===== config.mk =====
export PLATFORM = sky130hd
export DESIGN_NAME = weddle_rule_integrator_top_flat
export DESIGN_NICKNAME = d
export VERILOG_FILES = /design/src/wrd_pkg.sv /design/src/wrd_in_if.sv /design/src/wrd_out_if.sv /design/src/wrd_div.sv /design/src/wrd_mul.sv /design/src/weddle_rule_integrator_top.sv /design/src/flat_wrapper.sv
export VERILOG_INCLUDE_DIRS = /design/src /design/src/src
export SDC_FILE = /design/constraint.sdc
export NUM_CORES = 2
export LEC_CHECK = 0
export BUFFER_PORTS_ARGS = -buffer_cell sky130_fd_sc_hd__buf_2
export CORE_AREA = 2 2 376 378
export CTS_CLUSTER_DIAMETER = 30
export DETAILED_ROUTE_END_ITERATION = 16
export DIE_AREA = 0 0 378 380
export HOLD_SLACK_MARGIN = 0.12
export PLACE_DENSITY = 0.77
export SYNTH_ARGS = -nofsm -noshare
export SYNTH_HDL_FRONTEND = slang
export SYNTH_SLANG_ARGS = --single-unit
export TNS_END_PERCENT = 10

===== constraint.sdc =====
create_clock -name clk -period 7.55 [get_ports clk]
set_clock_uncertainty 0.05 [all_clocks]
set_input_delay 1.51 -clock clk [delete_from_list [all_inputs] [get_ports clk]]
set_output_delay 1.51 -clock clk [all_outputs]
set_load 0.02 [all_outputs]

===== src/weddle_rule_integrator_top_assert.svh =====
// assertion macros for the weddle rule integrator
// used inside modules that have clk and arst_n in scope
`ifndef WEDDLE_RULE_INTEGRATOR_TOP_ASSERT_SVH
`define WEDDLE_RULE_INTEGRATOR_TOP_ASSERT_SVH

// same-cycle implication
`define WRD_ASSERT_IMP(lbl, ante, cons) \
	lbl: assert property (@(posedge clk) disable iff (!arst_n) (ante) |-> (cons)) \
		else $error("weddle integrator check failed");

// next-cycle implication
`define WRD_ASSERT_NXT(lbl, ante, cons) \
	lbl: assert property (@(posedge clk) disable iff (!arst_n) (ante) |=> (cons)) \
		else $error("weddle integrator check failed");

`endif


===== src/wrd_pkg.sv =====
// shared types, constants and the panel weight function
// no dependencies
`default_nettype none
package wrd_pkg;
	localparam int DIV_W = 64;
	localparam int IT_W  = 7;
	localparam int MUL_W = 32;

	typedef struct packed {
		logic            start;
		logic [IT_W-1:0] iters;
	} div_req_t;

	// weight inside a panel, phase 0 is a shared panel end
	function automatic logic [2:0] wrd_weight(input logic [2:0] ph);
		logic [2:0] w;
		unique case (ph)
			3'd0: w = 3'd2;
			3'd1: w = 3'd5;
			3'd2: w = 3'd1;
			3'd3: w = 3'd6;
			3'd4: w = 3'd1;
			3'd5: w = 3'd5;
			default: w = 3'd0;
		endcase
		return w;
	endfunction
endpackage
`default_nettype wire


===== src/wrd_in_if.sv =====
// input channel: integration limits and panel count
// no dependencies
`default_nettype none
interface wrd_in_if;
	logic               valid;
	logic               ready;
	logic signed [31:0] lower_limit;
	logic signed [31:0] upper_limit;
	logic [10:0]        panels;

	modport source (output valid, lower_limit, upper_limit, panels, input ready);
	modport sink (input valid, lower_limit, upper_limit, panels, output ready);
endinterface
`default_nettype wire


===== src/wrd_out_if.sv =====
// output channel: integral and overflow flag
// no dependencies
`default_nettype none
interface wrd_out_if;
	logic               valid;
	logic               ready;
	logic signed [31:0] integral;
	logic               overflow;

	modport source (output valid, integral, overflow, input ready);
	modport sink (input valid, integral, overflow, output ready);
endinterface
`default_nettype wire


===== src/wrd_div.sv =====
// shared restoring divider, one quotient bit per cycle
// depends on wrd_pkg; numerator arrives left aligned
`default_nettype none
module wrd_div import wrd_pkg::*; (
	input  wire logic             clk,
	input  wire logic             arst_n,
	input  wire div_req_t         req,
	input  wire logic [DIV_W-1:0] num,
	input  wire logic [DIV_W-1:0] den,
	output logic                  busy,
	output logic                  done,
	output logic [DIV_W-1:0]      quo
);
	logic             busy_q, done_q;
	logic [IT_W-1:0]  cnt_q;
	logic [DIV_W-1:0] rem_q, nsh_q, quo_q, den_q;
	logic [DIV_W:0]   r2, rn;
	logic             ge;

	assign r2 = {rem_q, nsh_q[DIV_W-1]};
	assign ge = r2 >= {1'b0, den_q};
	assign rn = ge ? r2 - {1'b0, den_q} : r2;

	always_ff @(posedge clk or negedge arst_n) begin
		if (!arst_n) begin
			busy_q <= 1'b0;
			done_q <= 1'b0;
			cnt_q  <= '0;
		end else begin
			done_q <= 1'b0;
			if (req.start) begin
				busy_q <= 1'b1;
				cnt_q  <= req.iters;
			end else if (busy_q) begin
				cnt_q <= cnt_q - 1'b1;
				if (cnt_q == IT_W'(1)) begin
					busy_q <= 1'b0;
					done_q <= 1'b1;
				end
			end
		end
	end

	always_ff @(posedge clk) begin
		if (req.start) begin
			rem_q <= '0;
			nsh_q <= num;
			den_q <= den;
			quo_q <= '0;
		end else if (busy_q) begin
			rem_q <= rn[DIV_W-1:0];
			nsh_q <= nsh_q << 1;
			quo_q <= {quo_q[DIV_W-2:0], ge};
		end
	end

	assign busy = busy_q;
	assign done = done_q;
	assign quo  = quo_q;
endmodule
`default_nettype wire


===== src/wrd_mul.sv =====
// shared 32 by 32 unsigned multiplier with registered product
// depends on wrd_pkg
`default_nettype none
module wrd_mul import wrd_pkg::*; (
	input  wire logic               clk,
	input  wire logic [MUL_W-1:0]   a,
	input  wire logic [MUL_W-1:0]   b,
	output logic [2*MUL_W-1:0]      p_s1
);
	always_ff @(posedge clk) begin
		p_s1 <= (2*MUL_W)'(a) * (2*MUL_W)'(b);
	end
endmodule
`default_nettype wire


===== src/weddle_rule_integrator_top.sv =====
// channel | dir | payload
// item    | in  | lower_limit, upper_limit (Q16.16), panels
// result  | out | integral (Q16.16, saturated), overflow
//
// one item at a time; ready only while idle with no result waiting
// samples go through the shared divider, which takes one quotient bit per cycle
// the next item is accepted only after the result transfer
// reset is asynchronous and clears control and the sequencer state
// depends on wrd_pkg, wrd_in_if, wrd_out_if, wrd_div, wrd_mul, weddle_rule_integrator_top_assert.svh
`default_nettype none
module weddle_rule_integrator_top import wrd_pkg::*; #(
	parameter int MAX_PANELS = 1024,
	parameter int FRAC_BITS  = 16
) (
	input wire logic clk,
	input wire logic arst_n,
	wrd_in_if.sink   item,
	wrd_out_if.source result
);
	localparam int PC_W  = $clog2(MAX_PANELS + 1);
	localparam int N_W   = $clog2(6 * MAX_PANELS + 1);
	localparam int SW    = $clog2(6 * (6 * MAX_PANELS + 1) + 1) + FRAC_BITS + 1;
	localparam int B_W   = SW + 2;
	localparam int NCH   = (B_W + 31) / 32;
	localparam int BX_W  = NCH * 32;
	localparam int PR_W  = BX_W + 32;
	localparam int CH_W  = $clog2(NCH + 1);
	localparam int RN_W  = 2 * FRAC_BITS + 2;
	localparam int WF_W  = FRAC_BITS + 4;
	localparam logic [DIV_W-1:0] ONE_F   = DIV_W'(1) << FRAC_BITS;
	localparam logic [DIV_W-1:0] DEN_MAX = DIV_W'(1) << (2 * FRAC_BITS + 1);
	localparam logic [DIV_W-1:0] NUM_R   = DIV_W'(1) << (2 * FRAC_BITS);
	localparam logic [PR_W-1:0]  M_BOUND = PR_W'(64'd21474836485);

	typedef enum logic [3:0] {
		S_IDLE, S_HDIV, S_SQ, S_SQW, S_DEN, S_FDIV, S_ACC,
		S_PMUL, S_PWAIT, S_PADD, S_CHK, S_MDIV, S_FIN
	} state_t;

	state_t             state_q;
	logic [N_W-1:0]     n_q, idx_q;
	logic [2:0]         ph_q;
	logic signed [31:0] hi_q, h_q, x_q;
	logic [31:0]        hmag_q;
	logic [SW-1:0]      s_q;
	logic [FRAC_BITS:0] f_q;
	logic [BX_W-1:0]    b_q;
	logic [PR_W-1:0]    p_q;
	logic [CH_W-1:0]    ch_q;
	logic signed [31:0] res_q;
	logic               ovf_q, rvalid_q;
	div_req_t           dreq_q;
	logic [DIV_W-1:0]   dnum_q, dden_q;
	logic [MUL_W-1:0]   ma_q, mb_q;

	logic               div_busy, div_done;
	logic [DIV_W-1:0]   quo;
	logic [2*MUL_W-1:0] prod_s1;

	logic [PC_W-1:0]    p_c;
	logic [N_W-1:0]     n_c;
	logic signed [32:0] diff;
	logic [32:0]        dmag;
	logic [31:0]        xmag;
	logic [DIV_W-1:0]   den_c, rnum_c;
	logic [2:0]         w_c;
	logic [WF_W-1:0]    wf_c;
	logic [SW-1:0]      s_next;
	logic [PR_W-1:0]    m_c;
	logic [35:0]        mnum_c;
	logic [32:0]        mag_c;

	wrd_div u_div (
		.clk    (clk),
		.arst_n (arst_n),
		.req    (dreq_q),
		.num    (dnum_q),
		.den    (dden_q),
		.busy   (div_busy),
		.done   (div_done),
		.quo    (quo)
	);

	wrd_mul u_mul (
		.clk  (clk),
		.a    (ma_q),
		.b    (mb_q),
		.p_s1 (prod_s1)
	);

	always_comb begin
		p_c    = (32'(item.panels) > 32'(MAX_PANELS)) ? PC_W'(MAX_PANELS)
			: PC_W'(item.panels);
		n_c    = (N_W'(p_c) << 2) + (N_W'(p_c) << 1);
		diff   = 33'(item.upper_limit) - 33'(item.lower_limit);
		dmag   = diff[32] ? 33'(-diff) : 33'(diff);
		xmag   = x_q[31] ? 32'(-x_q) : 32'(x_q);
		den_c  = ONE_F + (prod_s1 >> FRAC_BITS);
		rnum_c = NUM_R + (den_c >> 1);
		w_c    = (idx_q == '0 || idx_q == n_q) ? 3'd1 : wrd_weight(ph_q);
		wf_c   = WF_W'(f_q) * WF_W'(w_c);
		s_next = s_q + SW'(wf_c);
		m_c    = p_q >> FRAC_BITS;
		mnum_c = 36'(m_c) + 36'd5;
		mag_c  = quo[32:0];
	end

	assign item.ready      = (state_q == S_IDLE) && !rvalid_q;
	assign result.valid    = rvalid_q;
	assign result.integral = res_q;
	assign result.overflow = ovf_q;

	always_ff @(posedge clk or negedge arst_n) begin
		if (!arst_n) begin
			state_q  <= S_IDLE;
			rvalid_q <= 1'b0;
			dreq_q   <= '0;
			n_q      <= '0;
			idx_q    <= '0;
			ph_q     <= '0;
			h_q      <= '0;
			x_q      <= '0;
			s_q      <= '0;
		end else begin
			if (rvalid_q && result.ready)
				rvalid_q <= 1'b0;
			else if (state_q == S_FIN)
				rvalid_q <= 1'b1;
			unique case (state_q)
				S_IDLE: begin
					if (item.valid && item.ready) begin
						if (p_c == '0) begin
							res_q   <= '0;
							ovf_q   <= 1'b0;
							n_q     <= '0;
							idx_q   <= '0;
							h_q     <= '0;
							x_q     <= '0;
							s_q     <= '0;
							state_q <= S_FIN;
						end else begin
							hi_q    <= item.upper_limit;
							x_q     <= item.lower_limit;
							n_q     <= n_c;
							dnum_q  <= {dmag, (DIV_W-33)'(0)};
							dden_q  <= DIV_W'(n_c);
							dreq_q  <= '{start: 1'b1, iters: IT_W'(33)};
							state_q <= S_HDIV;
						end
					end
				end
				S_HDIV: begin
					dreq_q.start <= 1'b0;
					if (div_done) begin
						hmag_q  <= quo[31:0];
						h_q     <= (hi_q < x_q) ? -$signed(quo[31:0]) : $signed(quo[31:0]);
						idx_q   <= '0;
						ph_q    <= '0;
						s_q     <= '0;
						state_q <= S_SQ;
					end
				end
				S_SQ: begin
					ma_q    <= xmag;
					mb_q    <= xmag;
					state_q <= S_SQW;
				end
				S_SQW: state_q <= S_DEN;
				S_DEN: begin
					if (den_c > DEN_MAX) begin
						f_q     <= '0;
						state_q <= S_ACC;
					end else begin
						dnum_q  <= rnum_c << (DIV_W - RN_W);
						dden_q  <= den_c;
						dreq_q  <= '{start: 1'b1, iters: IT_W'(RN_W)};
						state_q <= S_FDIV;
					end
				end
				S_FDIV: begin
					dreq_q.start <= 1'b0;
					if (div_done) begin
						f_q     <= quo[FRAC_BITS:0];
						state_q <= S_ACC;
					end
				end
				S_ACC: begin
					s_q <= s_next;
					if (idx_q == n_q) begin
						b_q     <= BX_W'(s_next) + (BX_W'(s_next) << 1);
						p_q     <= '0;
						ch_q    <= CH_W'(NCH);
						state_q <= S_PMUL;
					end else begin
						idx_q   <= idx_q + 1'b1;
						ph_q    <= (ph_q == 3'd5) ? 3'd0 : ph_q + 3'd1;
						x_q     <= (idx_q + 1'b1 == n_q) ? hi_q : x_q + h_q;
						state_q <= S_SQ;
					end
				end
				S_PMUL: begin
					ma_q    <= hmag_q;
					mb_q    <= b_q[BX_W-1 -: 32];
					b_q     <= b_q << 32;
					ch_q    <= ch_q - 1'b1;
					state_q <= S_PWAIT;
				end
				S_PWAIT: state_q <= S_PADD;
				S_PADD: begin
					p_q     <= (p_q << 32) + PR_W'(prod_s1);
					state_q <= (ch_q == '0) ? S_CHK : S_PMUL;
				end
				S_CHK: begin
					if (m_c >= M_BOUND) begin
						ovf_q   <= 1'b1;
						res_q   <= h_q[31] ? 32'sh80000000 : 32'sh7fffffff;
						state_q <= S_FIN;
					end else begin
						dnum_q  <= {mnum_c, (DIV_W-36)'(0)};
						dden_q  <= DIV_W'(10);
						dreq_q  <= '{start: 1'b1, iters: IT_W'(36)};
						state_q <= S_MDIV;
					end
				end
				S_MDIV: begin
					dreq_q.start <= 1'b0;
					if (div_done) begin
						if (h_q[31]) begin
							ovf_q <= 1'b0;
							res_q <= 32'(-$signed(mag_c));
						end else if (mag_c > 33'h07fffffff) begin
							ovf_q <= 1'b1;
							res_q <= 32'sh7fffffff;
						end else begin
							ovf_q <= 1'b0;
							res_q <= $signed(mag_c[31:0]);
						end
						state_q <= S_FIN;
					end
				end
				S_FIN: state_q <= S_IDLE;
				default: state_q <= S_IDLE;
			endcase
		end
	end

	`include "weddle_rule_integrator_top_assert.svh"

	`WRD_ASSERT_IMP(a_ready_div_idle, item.ready, !div_busy)
	`WRD_ASSERT_IMP(a_done_in_wait, div_done,
		state_q == S_HDIV || state_q == S_FDIV || state_q == S_MDIV)
	`WRD_ASSERT_IMP(a_pos_sat, rvalid_q && ovf_q && !res_q[31], res_q == 32'sh7fffffff)
	`WRD_ASSERT_NXT(a_start_busy, dreq_q.start, div_busy)
endmodule
`default_nettype wire


===== src/flat_wrapper.sv =====
// flat-port wrapper written by rule: the top's interface ports become plain ports
module weddle_rule_integrator_top_flat import wrd_pkg::*;
#(
	parameter int MAX_PANELS = 1024,
	parameter int FRAC_BITS  = 16
)
  (clk, arst_n, item_valid, item_lower_limit, item_upper_limit, item_panels, item_ready, result_valid, result_integral, result_overflow, result_ready);
  wrd_in_if item_i ();
  wrd_out_if result_i ();
  input wire logic clk;
  input wire logic arst_n;
  input wire logic [$bits(item_i.valid)-1:0] item_valid;
  input wire logic [$bits(item_i.lower_limit)-1:0] item_lower_limit;
  input wire logic [$bits(item_i.upper_limit)-1:0] item_upper_limit;
  input wire logic [$bits(item_i.panels)-1:0] item_panels;
  output wire logic [$bits(item_i.ready)-1:0] item_ready;
  output wire logic [$bits(result_i.valid)-1:0] result_valid;
  output wire logic [$bits(result_i.integral)-1:0] result_integral;
  output wire logic [$bits(result_i.overflow)-1:0] result_overflow;
  input wire logic [$bits(result_i.ready)-1:0] result_ready;
  assign item_i.valid = item_valid;
  assign item_i.lower_limit = item_lower_limit;
  assign item_i.upper_limit = item_upper_limit;
  assign item_i.panels = item_panels;
  assign item_ready = item_i.ready;
  assign result_valid = result_i.valid;
  assign result_integral = result_i.integral;
  assign result_overflow = result_i.overflow;
  assign result_i.ready = result_ready;
  weddle_rule_integrator_top #(.MAX_PANELS(MAX_PANELS), .FRAC_BITS(FRAC_BITS)) u_core (.clk(clk), .arst_n(arst_n), .item(item_i), .result(result_i));
endmodule

==> metrics.md <==
| Metric | Value |
|---|---|
| Max-slew violation count | `0` |
| Max frequency | `about 130 MHz` |
| Final worst setup slack | `-83.7 ps` |
| Mapped Nets | `10,400` |
| Via Count | `68,300` |
| DR DRC count | `0` |
| # setup viols final | `13` |
| Clock sink count | `815` |
| WL final | `256 mm` |
| Post-Synthesis Cells | `8,856` |
| Startpoint Class | `flop` |
| Worst slew pin tran | `1270 ps` |
| Yosys warns | `0` |
| Critical Path AT | `between 8000 and 9000 ps` |
| RSZ-0062 raised after global routing | `yes` |
| Post-DP HPWL | `between 150 and 200 mm` |
| Top Ports | `114` |
| Area contributors post-synth | `fa_1 23%, edfxtp_1 19%, ha_1 8.0%` |
| Clk Latency, worst-skew pair | `roughly 800 ps` |
| Place WS | `-475 ps` |
| Max cap viols | `0` |
| Count leader, synth | `inv_1` |
| GPL Wtd Cong | `1.01` |
| Total congestion overflow | `0` |
| FFs w/ async S/R, synth | `0.177` |
| Syn-to-layout area delta | `18.1%` |
| PortBufs | `113` |
| Post-synth EDFFs | `510` |
| Layout cell share with drive strength beyond 1 | `0.147` |
| Yosys cell types | `88` |
| Largest area contributor in the netlist | `fa_1` |
| Dpl cell area | `88,200 um2` |
| CTS H-tree depth | `4` |
| Commonest cells in the synthesized netlist | `1,238 x inv_1, 1,137 x nand2_1, 935 x fa_1, 537 x and2_1, 524 x ha_1` |
| Mapped cell area | `82,000 um2` |
| Inserted Clock Buffers | `185` |
| Die area | `~140,000 um2` |
| Post-synthesis sequential area ratio | `0.270` |
| CTS Root Cell | `clkbuf_16` |
| Min Tclk post-route | `~7600 ps` |
| Hold violation count in the final report | `0` |
| Yosys top cell area share | `0.228` |
| CTS clk-pin slew, worst paths | `50 ps` |
| CP max-delay cell | `fa_1` |
| CP endpoint kind | `flop` |
| Fin area | `96,800 um2` |
| Max Root-Sink Buffers | `3` |
| Most used cell along the critical path | `fa_1` |
| First-pass GRT wire length | `395 mm` |
| Pre-Repair DR Iteration Count | `7` |
| Crit Path Category | `flop to flop` |
| CP max stage delay | `530 ps` |
| Failing checks | `negative setup slack` |
| Final period util | `1.01` |
| Seq cells post-synth | `815` |
| Primary FF master, synth | `edfxtp_1` |
| Filler cells | `10,200` |
| HP Class | `flop to flop` |
| Num rows | `137` |
| Number of global-route vias before repair | `roughly 70,000` |
| Via/cell ratio | `5.99` |
| Largest net degree at the start of global routing | `160` |
| Starting Density | `0.589` |
| Max-slew headroom | `0.152` |
| Crit path required time | `approximately 8000 ps` |
| Status | `complete, but fails checks` |
| Die W | `378 um` |
| Wire per inst | `around 22 um` |
| Final ANT Viol Nets | `0` |
| CTS tree | `done` |
| Initial drt markers | `about 6,900` |
| Syn Area/Cell | `between 9 and 10 um2` |
| Min Hold Slack | `367 ps` |
| Core area | `139,000 um2` |
| Area of the multi-input gates | `54,800 um2` |
| Initial antenna violation count | `19` |
| Gr usage total | `0.357` |
| Crit Path Max Fanout | `7` |
| Seq. cell area | `22,100 um2` |
| Die Y | `approximately 380 um` |
| Nets | `10,900` |
critical path, delay by kind of cell (launching register included):
kind | cells | cell delay, ps
adder cells (fa/ha/maj) | 9 | 4210
XOR/XNOR | 1 | 100
flip-flops | 1 | 500
buffers and inverters | 6 | 570
AND/OR/NAND/NOR | 2 | 330
AO/OA/AOI/OAI | 10 | 1770
metrics by stage:
step,setup TNS [ps],util,instances
CTS,-69.5,0.688,11400
global route,-6440,0.696,11400
global placement,-6910,0.634,11000
detailed placement,-8980,0.634,11000
finish,-437,0.696,11400
floorplan,-152,-,8856
state kept, by name, indices dropped and copies added (netlist names), 3 cells and up:
name                    cells
u_core.ma_q                32
u_core.f_q                 17
u_core.idx_q               13
u_core.s_q                 33
u_core.x_q                 32
u_core.n_q                 12
u_core.state_q              4
u_core.u_mul.p_s1          64
u_core.u_div.quo           33
u_core.u_div.rem_q         64
u_core.dnum_q              36
u_core.dreq_q               5
u_core.mb_q                32
u_core.result.integral     32
u_core.hmag_q              32
u_core.p_q                 96
u_core.u_div.cnt_q          7
u_core.h_q                 32
u_core.dden_q              49
u_core.u_div.den_q         49
u_core.u_div.nsh_q         36
u_core.hi_q                32
u_core.ph_q                 3
u_core.b_q                 64
kinds of logic (layout without fill, tap and decap cells):
logic type / Yosys count / in the layout / synth area share
AND/OR/NAND/NOR: 2948 / 2948 / 0.175
buffers and inverters: 1699 / 2359 / 0.0779
adder cells (fa/ha/maj): 1459 / 1459 / 0.308
AO/OA/AOI/OAI: 1436 / 1436 / 0.114
flip-flops: 815 / 815 / 0.270
XOR/XNOR: 401 / 401 / 0.0428
multiplexers: 98 / 98 / 0.0126
other: 0 / 3 / 0
routing by layer:
| metal | track usage | vias up | part of all wire |
|---|---|---|---|
| li1 | - | 30300 | - |
| met1 | 0.446 | 33500 | 0.37 |
| met2 | 0.562 | 3505 | 0.46 |
| met3 | 0.0852 | 902 | 0.099 |
| met4 | 0.215 | 8 | 0.070 |
| met5 | 0 | - | 0.00017 |
what timing repair did:
action / 4_1_cts / 5_1_grt
hold buffers: 0 / 0
endpoints found under the setup margin: 33 / 47
pin swaps: 132 / 217
gates cloned: 2 / 1
resized for setup: 142 / 176
buffers inserted: 46 / 30
layout by cell type, fill, tap and decap left out, types with 56 or more instances in the layout:
| cell type | instances |
|---|---|
| inv_1 | 1217 |
| nand2_1 | 1131 |
| fa_1 | 891 |
| buf_4 | 556 |
| and2_1 | 522 |
| edfxtp_1 | 510 |
| ha_1 | 494 |
| nor2_1 | 425 |
| a21oi_1 | 355 |
| o21ai_0 | 281 |
| xnor2_1 | 218 |
| clkbuf_16 | 190 |
| nand3_1 | 177 |
| xor2_1 | 173 |
| dfxtp_1 | 161 |
| a21o_1 | 154 |
| dfrtp_1 | 142 |
| and3_1 | 127 |
| buf_2 | 114 |
| nor3_1 | 110 |
| o21a_1 | 99 |
| nand4_1 | 78 |
| a211oi_1 | 63 |
| nand2b_1 | 59 |
| mux2i_1 | 58 |
| o211ai_1 | 56 |
final cells by class:
class | instances | area share
clock inverters | 125 | 0.0167
diodes | 3 | 0.0000775
repair buffers | 772 | 0.0653
well taps | 1876 | 0.0242
multi-input cells | 6342 | 0.566
flip-flops and latches | 815 | 0.229
clock buffers | 223 | 0.0513
inverters | 1239 | 0.0480
path summary, 6_finish.rpt:
check,start,to,slack (ps),cells past startpoint
hold / removal,u_core.dden_q[2]$_DFFE_PP_,u_core.u_div.den_q[2]$_DFFE_PP_,370,0
setup / recovery,u_core.mb_q[5]$_DFFE_PP_,u_core.u_mul.p_s1[61]$_DFF_P_,-80,28
max in group asynchronous,arst_n,u_core.s_q[22]$_DFFE_PN0P_,5370,2
min in group asynchronous,arst_n,u_core.n_q[9]$_DFFE_PN0P_,630,1
setup reg to reg,u_core.mb_q[5]$_DFFE_PP_,u_core.u_mul.p_s1[61]$_DFF_P_,-80,28
hold reg to reg,u_core.dden_q[2]$_DFFE_PP_,u_core.u_div.den_q[2]$_DFFE_PP_,370,0
Power is left out: the tool's default activity adds up to more than one toggle a clock period on the data nets, which glitch-free logic cannot reach.
